==> config.mk <==
export PLATFORM = sky130hd
export DESIGN_NAME = sab_ctrl
export DESIGN_NICKNAME = d
export VERILOG_FILES = /design/src/design/sab_pkg.sv /design/src/design/sab_ctrl.sv
export SDC_FILE = /design/constraint.sdc
export NUM_CORES = 1
export LEC_CHECK = 0
export ABC_AREA = 1
export BUFFER_PORTS_ARGS = -buffer_cell sky130_fd_sc_hd__buf_2
export CORE_MARGIN = 2
export CORE_UTILIZATION = 30
export CTS_CLUSTER_DIAMETER = 60
export DETAILED_ROUTE_END_ITERATION = 7
export PLACE_DENSITY = 0.6
export SLEW_MARGIN = 5
export SYNTH_ARGS = -nofsm -noshare
export SYNTH_HDL_FRONTEND = slang
export SYNTH_SLANG_ARGS = --single-unit
==> constraint.sdc <==
create_clock -name clk -period 2 [get_ports clk]
set_clock_uncertainty 0.15 [all_clocks]
set_input_delay 0.4 -clock clk [delete_from_list [all_inputs] [get_ports clk]]
set_output_delay 0.4 -clock clk [all_outputs]
set_load 0.03 [all_outputs]
==> src/design/sab_pkg.sv <==
package sab_pkg;

    localparam int MAX_LETTERS = 4096;
    localparam int MAX_STATES  = 8192;
    localparam int ALPHABET    = 26;

    localparam int ST_W   = 13;
    localparam int CNT_W  = 14;
    localparam int LEN_W  = 13;
    localparam int LET_W  = 5;
    localparam int SLOT_W = 18;
    localparam int ROW_W  = 13;
    localparam int LINK_W = 14;
    localparam int TGT_W  = 14;

    localparam logic [CNT_W-1:0] EDGE_SAT = 14'd16383;

    localparam logic [1:0] STATUS_OK    = 2'd0;
    localparam logic [1:0] STATUS_RANGE = 2'd1;
    localparam logic [1:0] STATUS_FULL  = 2'd2;

    typedef enum logic [4:0] {
        S_CLEAR,
        S_IDLE,
        S_CHECK,
        S_NEWST,
        S_RD1,
        S_RD1W,
        S_WALK1,
        S_LINK1,
        S_LINK1W,
        S_QCMP,
        S_CPRD,
        S_CPWR,
        S_CLONE,
        S_RD2,
        S_RD2W,
        S_WALK2,
        S_LINK2,
        S_LINK2W,
        S_FINISH,
        S_OUT
    } sab_state_t;

    typedef enum logic [4:0] {
        OP_NONE,
        OP_CLEAR,
        OP_LATCH,
        OP_NEWST,
        OP_RD_PC,
        OP_WR_PC_R,
        OP_RD_LINK_P,
        OP_LOAD_P,
        OP_RD_Q,
        OP_SET_RLINK_Q,
        OP_NEW_CLONE,
        OP_CP_RD,
        OP_CP_WR,
        OP_CLONE_META,
        OP_WR_PC_QQ,
        OP_FINISH
    } sab_op_t;

    typedef struct packed {
        sab_op_t op;
    } sab_cmd_t;

    typedef struct packed {
        logic clear_done;
        logic bad_letter;
        logic full;
        logic pc_valid;
        logic p_is_root;
        logic len_match;
        logic tgt_is_q;
        logic cp_done;
    } sab_stat_t;

    function automatic logic [SLOT_W-1:0] slot_addr(input logic [ST_W-1:0] st,
                                                    input logic [LET_W-1:0] c);
        logic [SLOT_W-1:0] base;
        base = {st, 5'd0} - {2'd0, st, 3'd0} + {4'd0, st, 1'b0};
        return base + {{(SLOT_W-LET_W){1'b0}}, c};
    endfunction

endpackage

==> src/design/sab_ctrl.sv <==
module sab_ctrl
    import sab_pkg::*;
(
    input  logic      clk,
    input  logic      rst_n,
    input  logic      in_fire,
    input  logic      out_fire,
    input  sab_stat_t stat,
    output sab_cmd_t  cmd,
    output logic      in_ready,
    output logic      out_valid
);

    sab_state_t state_reg, state_next;

    always_ff @(posedge clk or negedge rst_n)
    begin
        if (!rst_n)
        begin
            state_reg <= S_CLEAR;
        end
        else
        begin
            state_reg <= state_next;
        end
    end

    always_comb
    begin
        state_next = state_reg;
        cmd.op     = OP_NONE;
        in_ready   = 1'b0;
        out_valid  = 1'b0;
        unique case (state_reg)
            S_CLEAR:
            begin
                cmd.op = OP_CLEAR;
                if (stat.clear_done)
                begin
                    state_next = S_IDLE;
                end
            end
            S_IDLE:
            begin
                in_ready = 1'b1;
                if (in_fire)
                begin
                    cmd.op     = OP_LATCH;
                    state_next = S_CHECK;
                end
            end
            S_CHECK:
            begin
                if (stat.bad_letter || stat.full)
                begin
                    state_next = S_OUT;
                end
                else
                begin
                    state_next = S_NEWST;
                end
            end
            S_NEWST:
            begin
                cmd.op     = OP_NEWST;
                state_next = S_RD1;
            end
            S_RD1:
            begin
                cmd.op     = OP_RD_PC;
                state_next = S_RD1W;
            end
            S_RD1W:
            begin
                state_next = S_WALK1;
            end
            S_WALK1:
            begin
                if (stat.pc_valid)
                begin
                    cmd.op     = OP_RD_Q;
                    state_next = S_QCMP;
                end
                else
                begin
                    cmd.op = OP_WR_PC_R;
                    if (stat.p_is_root)
                    begin
                        state_next = S_FINISH;
                    end
                    else
                    begin
                        state_next = S_LINK1;
                    end
                end
            end
            S_LINK1:
            begin
                cmd.op     = OP_RD_LINK_P;
                state_next = S_LINK1W;
            end
            S_LINK1W:
            begin
                cmd.op     = OP_LOAD_P;
                state_next = S_RD1;
            end
            S_QCMP:
            begin
                if (stat.len_match)
                begin
                    cmd.op     = OP_SET_RLINK_Q;
                    state_next = S_FINISH;
                end
                else
                begin
                    cmd.op     = OP_NEW_CLONE;
                    state_next = S_CPRD;
                end
            end
            S_CPRD:
            begin
                cmd.op     = OP_CP_RD;
                state_next = S_CPWR;
            end
            S_CPWR:
            begin
                cmd.op = OP_CP_WR;
                if (stat.cp_done)
                begin
                    state_next = S_CLONE;
                end
                else
                begin
                    state_next = S_CPRD;
                end
            end
            S_CLONE:
            begin
                cmd.op     = OP_CLONE_META;
                state_next = S_RD2;
            end
            S_RD2:
            begin
                cmd.op     = OP_RD_PC;
                state_next = S_RD2W;
            end
            S_RD2W:
            begin
                state_next = S_WALK2;
            end
            S_WALK2:
            begin
                if (stat.pc_valid && stat.tgt_is_q)
                begin
                    cmd.op = OP_WR_PC_QQ;
                    if (stat.p_is_root)
                    begin
                        state_next = S_FINISH;
                    end
                    else
                    begin
                        state_next = S_LINK2;
                    end
                end
                else
                begin
                    state_next = S_FINISH;
                end
            end
            S_LINK2:
            begin
                cmd.op     = OP_RD_LINK_P;
                state_next = S_LINK2W;
            end
            S_LINK2W:
            begin
                cmd.op     = OP_LOAD_P;
                state_next = S_RD2;
            end
            S_FINISH:
            begin
                cmd.op     = OP_FINISH;
                state_next = S_OUT;
            end
            S_OUT:
            begin
                out_valid = 1'b1;
                if (out_fire)
                begin
                    state_next = S_IDLE;
                end
            end
            default:
            begin
                state_next = S_CLEAR;
            end
        endcase
    end

endmodule

== Word level (Yosys, flattened, before mapping) ==
Cells that the tools add are included.
Storage, ports and cells
  bits of input ports: 12
  bits in registers: 5
  word-level logic and storage cells: 50
Cells by class
  equality and inequality tests: 22
  muxes and demuxes: 18
  reductions and logical operators: 9
Operators by type and width (number)
  $pmux 5 s18: 1
  $pmux 4 s13: 1
  $eq 5x4->1 const B: 8
  $mux 5: 8
  $eq 5x3->1 const B: 4
  $eq 5x5->1 const B: 4
  $eq 5x2->1 const B: 2
  $reduce_or 2->1: 5
  $mux 4: 2
  $mux 2: 3
  $ne 2x2->1 const B: 3
  $eq 5x1->1 const B: 1
  $logic_not 5->1: 1
  $mux 3: 1
  $reduce_and 3->1: 1
  $mux 1: 2
  $logic_and 1x1->1: 1
  $logic_or 1x1->1: 1

== Depth between registers and ports, before layout ==
Gate-level depths: netlist (run 1).
  word-level depth: 3
  depth in mapped cells: 9

== Worst setup path after synthesis (run 1) ==
No wires, ideal clock.
  path type: register to output
  from: register state_reg[4]
  to: output cmd[1] (netlist name)
  slack: -0.122 ns
  arrival time: 1.572 ns
  buffers on the path: 0
  cell stages (with the launch flop): 8
  required time: 1.450 ns
  cells stage by stage: dfrtp_1 inv_2 nand3_1 nor2_1 nand2_1 nand2_1 nor2_1 nand2_1
RTL lines
  from (decl): line sab_ctrl.sv:14  | sab_state_t state_reg, state_next;
  from (signal assigned): line sab_ctrl.sv:24  | state_reg <= state_next;
  to (decl): line sab_ctrl.sv:9  | output sab_cmd_t cmd,

==> impl_metrics.csv, run 1 <==
group,metric,value,unit
die,rows,16,
synthesis,yosysUniqueCellTypes,20,
synthesis,seq_area_frac_synth,18.98,%
power_and_ir_drop,p_total,1.782,mW
layout,largest_register_ffs,5,
sta,slew_violations,0,
die,start_util,32.61,%
clock_tree,cts_tree,"built",
detailed_routing,antenna_left,0,
synthesis,synth_warnings,0,
layout,design_area,1182,um^2
flow_run,maxCapViolCount,0,
synthesis,syn_nets,135,
status,violations,"setup timing",
synthesis,synth.avg_cell_area,5.361,um^2
die,ios,19,
die,die_area,2589,um^2
clock_tree,cts_made_buffers,3,
sta,fin_crit_sh,108.7,%
synthesis,synth_edf_count,0,
placement,gp_congestion,0.9512,
synthesis,synth_top_area_cell,"nand2_1",
die,fp.dieW,50.88,um
sta,hold_violations,0,
detailed_routing,drt-pass1-iter-count,4,
global_route,grt-ovfl-total,0,
detailed_routing,vias_per_cell,5.118,
detailed_routing,avgRoutedWirePerCell,13.03,um
sta,final.min_clock_period,2174,ps
worst_hold_path,hold_class,"in -> reg",
sta,hold_slack,288.5,ps
placement,dp.cells,176,
layout,seq_area,131.4,um^2
clock_tree,htree_levels,1,
global_route,track_usage,18.38,%
synthesis,yosysMostFrequentCell,"nand2_1",
setup_path,critPathRequiredTime,1450,ps
synthesis,ys_top_cells_by_count,"36 x nand2_1, 23 x nor2_1, 15 x inv_1, 12 x nand3_1, 8 x o21ai_0",
layout,fillers,188,
placement,port-buffer-count,17,
detailed_routing,dr_total_vias,998,
clock_tree,clk_pin_slew,40,ps
clock_tree,cts_root_buf,"clkbuf_4",
layout,antenna_cells,0,
detailed_routing,drt-initial-drc-count,38,
placement,placed_area,848.3,um^2
detailed_routing,wl,2540,um
power_and_ir_drop,vdd_drop_max,1.036,mV
layout,drive_gt1_share,54.17,%
synthesis,async_reset_ff_share,100.0,%
placement,hpwlAfterDp,1624,um
setup_path,critPathSlowestCell,"dfrtp_2",
die,core,2022,um^2
global_route,grt_max_degree,9,
global_route,grt_pass1_vias,824,
detailed_routing,drcViolationCount,0,
sta,setup_viol,4,
setup_path,worstPathCellList,"inv_2, nand2_2, nor2_1, nand2_1, nand2_1, nor2_1, nand4_1, buf_6",
setup_path,cp-end-kind,"output pin",
layout,area_delta_synth_final,79.32,%
synthesis,synthFlopType,"dfrtp_1",
sta,max_freq,459.9,MHz
layout,multiInputGateArea,615.6,um^2
layout,final_nets,181,
synthesis,netlist_area,659.4,um^2
power_and_ir_drop,p_per_area,1507,nW/um^2
setup_path,crit_path_start_kind,"flip-flop",
global_route,grt_pass1_wl,3615,um
clock_tree,worstSkewPairLatency,230,ps
die,die_h,50.88,um
setup_path,path_max_fanout,8,
status,status,"finished with violations",
power_and_ir_drop,p_leak,0.6491,nW
sta,rsz0062_at_grt,"true",
sta,setup_slack,-174.3,ps
global_route,antenna_found_initial,0,
clock_tree,clock_sinks,5,
synthesis,ys_ff_latch,5,
clock_tree,cts_buffer_depth,2,
setup_path,path_class,"reg -> out",
layout,final_cells,195,
synthesis,synth_area_leaders,"nand2_1 20%, dfrtp_1 19%, nor2_1 13%",
synthesis,synth_top_area_share,20.49,%
synthesis,netlist_instances,123,
setup_path,cp.arrival,1620,ps
setup_path,critical_path.max_stage_delay,500,ps
## what timing repair did
| action | in CTS | in global routing |
|---|---|---|
| gates resized for setup | 39 | 26 |
| hold endpoints to repair | 5 | 0 |
| hold buffers | 1 | 0 |
| pin swaps | 12 | 12 |
| endpoints found under the setup margin | 4 | 5 |
| setup buffers | 5 | 10 |
## worst max-delay path, delay by kind of cell (launching register included)
family                 cells  cell delay, ps
and+or+nand+nor            6             610
buffers and inverters      2             280
DFF                        1             500
## power by group
| group | internal, mW | total, mW | leakage [nW] | switching (mW) |
|---|---|---|---|---|
| Clock | 0.0751 | 0.111 | 0.0150 | 0.0363 |
| Sequential | 0.151 | 0.251 | 0.0578 | 0.100 |
| Combinational | 0.619 | 1.42 | 0.576 | 0.800 |
## cells in the final DEF, fill, tap and decap left out, types with 3 or more instances in the layout
| cell type | netlist | layout |
|---|---|---|
| inv_1 | 15 | 10 |
| nor2_4 | 2 | 6 |
| clkbuf_4 | 0 | 3 |
| inv_2 | 1 | 4 |
| nand2_2 | 1 | 9 |
| a21oi_1 | 5 | 5 |
| o21ai_0 | 8 | 5 |
| nor2_1 | 23 | 13 |
| nand2_4 | 0 | 3 |
| buf_4 | 1 | 22 |
| buf_2 | 0 | 13 |
| nand4_1 | 4 | 4 |
| nand3_1 | 12 | 8 |
| nor2_2 | 1 | 7 |
| buf_6 | 0 | 6 |
| nand3_2 | 1 | 3 |
| dfrtp_2 | 0 | 5 |
| nand2_1 | 36 | 25 |
## metrics by stage
stage / TNS [ps] / setup WS [ps] / util, %
detailed placement: 0 / 22.63 / 41.96
global route: -924.3 / -243.3 / 58.48
CTS: -243.5 / -80.90 / 50.00
global placement: -17.66 / -17.66 / 41.96
floorplan: 0 / 28.53 / -
finish: -537.1 / -174.3 / 58.48
## logic make-up after synthesis
family                 synth area share (%)
other                                0.5687
DFF                                   18.98
buffers and inverters                 10.25
AOI/OAI and AO/OA                     12.14
and+or+nand+nor                       58.06
## layout make-up
type / instances / share of cell area, %
multi-input cells: 101 / 52.06
clock buffers: 4 / 2.222
flip-flops and latches: 5 / 11.11
repair buffers: 42 / 26.03
inverters: 16 / 5.714
well taps: 27 / 2.857
## routing by layer
metal  global-route usage (%)  share of wire, %  vias up
met2                    31.14                51       60
met5                        0                 0        -
met4                    8.108               4.4        0
met3                   0.8772               5.2       12
li1                         -                 -      488
met1                    24.19                40      438
## path summary, 6_finish.rpt
check / from / endpoint / slack, ps / cells past startpoint
worst max register to register: state_reg[0]$_DFFE_PN0P_ / state_reg[0]$_DFFE_PN0P_ / 170 / 9
worst min register to register: state_reg[0]$_DFFE_PN0P_ / state_reg[0]$_DFFE_PN0P_ / 560 / 2
min in group asynchronous: rst_n / state_reg[4]$_DFFE_PN0P_ / 350 / 2
max in group asynchronous: rst_n / state_reg[2]$_DFFE_PN0P_ / 1210 / 2
worst max-delay path: state_reg[0]$_DFFE_PN0P_ / cmd[0] / -170 / 8
worst min-delay path: stat[6] / state_reg[4]$_DFFE_PN0P_ / 290 / 3
(Power assumes the default switching activity.)
==> run 2, diff against run 1 <==
--- a/config.mk
+++ b/config.mk
@@ -11,7 +11,7 @@
 export CORE_UTILIZATION = 30
 export CTS_CLUSTER_DIAMETER = 60
 export DETAILED_ROUTE_END_ITERATION = 7
-export PLACE_DENSITY = 0.6
+export PLACE_DENSITY_LB_ADDON = 0.12
 export SLEW_MARGIN = 5
 export SYNTH_ARGS = -nofsm -noshare
 export SYNTH_HDL_FRONTEND = slang
==> run 2 against run 1 <==
The run still ends with setup timing left. Final cell count fell by 2.6%. Wire length down 4.7%. Highest routed layer is now met3. Critical path depth fell by 1. Clock power up 5%. Maximum frequency is 2.8% higher. Largest cell class unchanged. Worst hold slack worse by 7.2 ps. Non-clock buffer count fell by 5. Critical path type unchanged. Register-to-register slack better by 210 ps. First-iteration DRC count decreased by 66%. Die area unchanged. Utilization down 3.9 points. Largest power group unchanged.
==> impl_metrics.csv, run 2 (synthesis gave the netlist of run 1 again) <==
group,metric,value,unit
clock_tree,worstSkewPairLatency,240,ps
power_and_ir_drop,p_per_area,1501,nW/um^2
setup_path,worst-path-buf-inv,1,
clock_tree,cts_tree,"built",
global_route,antenna_found_initial,0,
detailed_routing,avgRoutedWirePerCell,12.74,um
detailed_routing,antenna_left,0,
clock_tree,cts_buffer_depth,2,
setup_path,worstPathCellList,"nor2_4, nand2_4, o21ai_2, nor2_1, and2_4, nand2_2, buf_6",
sta,rsz0062_at_grt,"true",
layout,seq_area,130.1,um^2
placement,port-buffer-count,17,
sta,slew_violations,0,
die,die_h,50.88,um
sta,max_freq,473.0,MHz
clock_tree,cts_root_buf,"clkbuf_4",
die,die_area,2589,um^2
status,violations,"setup timing",
setup_path,path_class,"reg -> out",
detailed_routing,drt-pass1-iter-count,6,
die,rows,16,
layout,largest_register_ffs,5,
flow_run,maxCapViolCount,0,
setup_path,critPathSlowestCell,"dfrtp_2",
power_and_ir_drop,vdd_drop_max,1.134,mV
sta,final.min_clock_period,2114,ps
sta,setup_slack,-114.2,ps
setup_path,path_delay_family,"simple AND/OR/NAND/NOR gates",
global_route,track_usage,19.47,%
sta,hold_violations,0,
global_route,grt_pass1_wl,3746,um
sta,hold_slack,281.3,ps
layout,area_delta_synth_final,67.36,%
setup_path,cp.arrival,1560,ps
clock_tree,clock_sinks,5,
detailed_routing,drt-initial-drc-count,13,
worst_hold_path,hold_class,"in -> reg",
clock_tree,cts_made_buffers,3,
detailed_routing,wl,2420,um
setup_path,path_max_fanout,5,
die,ios,19,
layout,most-common-layout-cells,"26 x nand2_1, 18 x buf_4, 14 x nor2_1, 12 x buf_2",
detailed_routing,dr_total_vias,946,
setup_path,critical_path.max_stage_delay,460,ps
setup_path,crit_path_start_kind,"flip-flop",
power_and_ir_drop,p_total,1.657,mW
layout,fillers,214,
layout,multiInputGateArea,579.3,um^2
global_route,grt_pass1_vias,864,
layout,drive_gt1_share,49.69,%
die,fp.dieW,50.88,um
die,start_util,32.61,%
placement,hpwlAfterDp,1736,um
sta,setup_viol,4,
clock_tree,htree_levels,1,
layout,utilization,54.58,%
placement,gp_congestion,0.9254,
detailed_routing,vias_per_cell,4.979,
detailed_routing,drcViolationCount,0,
sta,fin_crit_sh,105.7,%
setup_path,cp-end-kind,"output pin",
layout,final_nets,176,
clock_tree,clk_pin_slew,50,ps
global_route,grt-ovfl-total,0,
layout,antenna_cells,0,
global_route,grt_max_degree,7,
status,status,"finished with violations",
setup_path,critPathRequiredTime,1450,ps
power_and_ir_drop,p_leak,0.5992,nW
die,core,2022,um^2
layout,final_common_cell,"nand2_1",
-- run 2: cell count changes in the layout (fill, tap and decap cells not counted), sizes merged --
| cell | before | now |
|---|---|---|
| buf | 41 | 35 |
| clkbuf | 4 | 5 |
| clkinv | 1 | 0 |
| inv | 15 | 16 |
-- run 2: worst register-to-register path, delay by kind of cell, from the launching register on --
kind	cells	cell delay [ps]
and+or+nand+nor	7	780
DFF	1	460
AOI/OAI and AO/OA	1	110
-- run 2: final cells by class --
| type | count | share of cell area [%] |
|---|---|---|
| Clock buffer | 4 | 2.381 |
| Sequential cell | 5 | 11.79 |
| Multi-Input combinational cell | 101 | 52.49 |
| Timing Repair Buffer | 37 | 24.38 |
| Tap cell | 27 | 3.061 |
| Inverter | 16 | 5.896 |
-- run 2: layer usage --
| layer | vias up | track usage [%] | share of wire (%) |
|---|---|---|---|
| li1 | 479 | - | - |
| met1 | 448 | 23.41 | 43 |
| met2 | 19 | 35.96 | 54 |
| met3 | 0 | 1.754 | 2.6 |
| met4 | 0 | 6.757 | 0 |
| met5 | - | 0 | 0 |
-- run 2: repair_timing --
| item | CTS | global route |
|---|---|---|
| hold buffers | 1 | 0 |
| setup buffers | 8 | 2 |
| resized for setup | 40 | 16 |
| endpoints found under the hold margin | 5 | 0 |
| pin swaps | 7 | 5 |
| endpoints found under the setup margin | 4 | 5 |
-- run 2: metrics by stage --
stage | setup WS (ps) | cell area, um^2 | std cells | TNS (ps)
finish | -114.2 | 1104 | 190 | -380.0
global route | -190.8 | 1104 | 190 | -735.0
CTS | -67.19 | 1045 | 188 | -241.7
detailed placement | 45.46 | 848.3 | 176 | 0
global placement | 6.077 | 848.3 | 176 | 0
floorplan | 28.53 | 661.9 | 123 | 0
-- run 2: path summary, 6_finish.rpt --
check	to	from	slack (ps)	cells past startpoint
worst max-delay path	cmd[2]	state_reg[2]$_DFFE_PN0P_	-110	7
min in group asynchronous	state_reg[2]$_DFFE_PN0P_	rst_n	350	2
worst min register to register	state_reg[0]$_DFFE_PN0P_	state_reg[0]$_DFFE_PN0P_	510	2
max in group asynchronous	state_reg[0]$_DFFE_PN0P_	rst_n	1200	2
worst max register to register	state_reg[0]$_DFFE_PN0P_	state_reg[2]$_DFFE_PN0P_	380	8
worst min-delay path	state_reg[2]$_DFFE_PN0P_	stat[0]	280	3
-- run 2: power breakdown --
group | total (mW) | internal [mW] | switching, mW
Combinational | 1.31 | 0.543 | 0.764
Sequential | 0.235 | 0.149 | 0.0855
Clock | 0.116 | 0.0753 | 0.0402
==> run 3, diff against run 2 <==
--- a/config.mk
+++ b/config.mk
@@ -11,6 +11,7 @@
 export CORE_UTILIZATION = 30
 export CTS_CLUSTER_DIAMETER = 60
 export DETAILED_ROUTE_END_ITERATION = 7
+export GPL_TIMING_DRIVEN = 0
 export PLACE_DENSITY_LB_ADDON = 0.12
 export SLEW_MARGIN = 5
 export SYNTH_ARGS = -nofsm -noshare
==> run 3 against run 2 <==
The run still ends with setup timing left. Register-to-register slack barely moved. Final area fell by 5.2%. Maximum frequency barely moved. Sequential share of layout area rose by 0.65 points. Count of clock-buffer cells in the layout did not move. Critical path depth did not move. Worst hold slack improved by 2.5 ps. Non-clock buffer count fell by 8. Sequential power barely moved. Via count fell by 5.8%. Critical path type unchanged. Largest cell class unchanged.
==> impl_metrics.csv, run 3 (synthesis gave the netlist of run 1 again) <==
group,metric,value,unit
placement,placed_area,780.7,um^2
sta,hold_violations,0,
worst_hold_path,min_from,"stat[6]",
setup_path,rr_endpoint,"state_reg[0]$_DFFE_PN0P_",
layout,final_nets,168,
layout,final_common_cell,"nand2_1",
die,fp.dieW,50.88,um
setup_path,r2r_slack,390,ps
power_and_ir_drop,p_leak,0.5637,nW
power_and_ir_drop,p_total,1.549,mW
global_route,track_usage,16.80,%
sta,fin_crit_sh,105.7,%
worst_hold_path,hold_class,"in -> reg",
setup_path,worstPathCellList,"buf_4, nand2_4, nor2_4, nor3_2, and2_4, nand2_1, buf_6",
global_route,antenna_found_initial,0,
die,start_util,32.61,%
flow_run,maxCapViolCount,0,
status,status,"finished with violations",
die,ios,19,
clock_tree,cts_buffer_depth,2,
detailed_routing,drt-initial-drc-count,25,
global_route,grt-ovfl-total,0,
layout,utilization,51.73,%
clock_tree,worstSkewPairLatency,230,ps
clock_tree,cts_made_buffers,3,
layout,antenna_cells,0,
setup_path,ff2ff_path_depth,8,
detailed_routing,vias_per_cell,4.896,
layout,area_delta_synth_final,58.63,%
sta,setup_viol,4,
detailed_routing,wl,2135,um
clock_tree,clock_sinks,5,
setup_path,critPathSlowestCell,"dfrtp_2",
detailed_routing,antenna_left,0,
sta,final.min_clock_period,2114,ps
layout,largest_register_ffs,5,
sta,slew_violations,0,
global_route,grt_pass1_vias,823,
placement,port-buffer-count,17,
placement,hpwlAfterDp,1649,um
global_route,grt_max_degree,7,
detailed_routing,drt-pass1-iter-count,4,
die,die_area,2589,um^2
layout,drive_gt1_share,45.81,%
setup_path,cp-end-kind,"output pin",
detailed_routing,drcViolationCount,0,
power_and_ir_drop,p_per_area,1480,nW/um^2
placement,gp_congestion,0.9225,
setup_path,critical_path.max_stage_delay,460,ps
global_route,grt_pass1_wl,3339,um
clock_tree,cts_root_buf,"clkbuf_4",
die,core,2022,um^2
placement,dp.cells,167,
layout,most-common-layout-cells,"28 x nand2_1, 15 x nor2_1, 12 x buf_4, 12 x buf_2",
sta,setup_slack,-114.4,ps
setup_path,critPathRequiredTime,1450,ps
setup_path,path_max_fanout,6,
clock_tree,cts_tree,"built",
power_and_ir_drop,vdd_drop_max,1.011,mV
clock_tree,htree_levels,1,
status,violations,"setup timing",
setup_path,reg2reg_from,"state_reg[2]$_DFFE_PN0P_",
die,rows,16,
worst_hold_path,holdPathEnd,"state_reg[4]$_DFFE_PN0P_",
layout,final_cells,182,
setup_path,cp.arrival,1560,ps
sta,rsz0062_at_grt,"true",
detailed_routing,dr_total_vias,891,
worst_hold_path,hold_depth,3,
setup_path,crit_path_start_kind,"flip-flop",
setup_path,path_class,"reg -> out",
clock_tree,clk_pin_slew,40,ps
sta,max_freq,472.9,MHz
detailed_routing,avgRoutedWirePerCell,11.73,um
die,die_h,50.88,um
layout,design_area,1046,um^2
run 3: final cells by class:
type                    instances  area [um^2]
well taps                      27        33.78
plain buffers                   1        7.507
flip-flops and latches          5        130.1
clock buffers                   4        26.28
fillers                       223        975.9
repair buffers                 28        197.7
multi-input cells             101        585.6
inverters                      16        65.06
run 3: worst max-delay path: cells and delay by family (launching register included):
family        cells  cell delay [ps]
simple gates      5              580
flops             1              460
buf+inv           2              310
run 3: power by group:
| group | switching [mW] | total [mW] | internal [mW] |
|---|---|---|---|
| registers | 0.0863 | 0.236 | 0.150 |
| logic | 0.713 | 1.20 | 0.489 |
| clock network | 0.0349 | 0.110 | 0.0750 |
| total | 0.835 | 1.55 | 0.714 |
run 3: timing repair:
item,CTS,global route
endpoints found under the setup margin,4,4
hold buffers,1,0
pin swaps,6,7
setup buffers,7,3
resized for setup,34,22
hold endpoints to repair,5,0
run 3: how the worst max path moves through the flow:
stage,from,endpoint
2_1_floorplan,state_reg[4]$_DFFE_PN0P_,cmd[1]
3_3_place_gp,state_reg[4]$_DFFE_PN0P_,cmd[2]
3_5_place_dp,state_reg[4]$_DFFE_PN0P_,cmd[2]
4_1_cts,state_reg[0]$_DFFE_PN0P_,cmd[3]
5_1_grt,state_reg[2]$_DFFE_PN0P_,cmd[2]
6_report,state_reg[0]$_DFFE_PN0P_,cmd[2]
run 3: stage by stage:
step / setup TNS [ps] / hold WS, ps / setup slack, ps
floorplan: 0 / -45.59 / 28.53
global placement: -91.60 / 63.21 / -58.72
detailed placement: -58.69 / 64.75 / -29.96
CTS: -406.8 / 277.5 / -111.9
global route: -687.7 / 311.5 / -185.5
finish: -359.3 / 283.7 / -114.4
run 3: metal layers:
layer  vias up  track usage (%)  wire [um]
met1       409            21.78        952
met4         0            5.405         24
met2        19            30.48       1106
li1        460                -          -
met5         -                0          0
met3         3                0         51
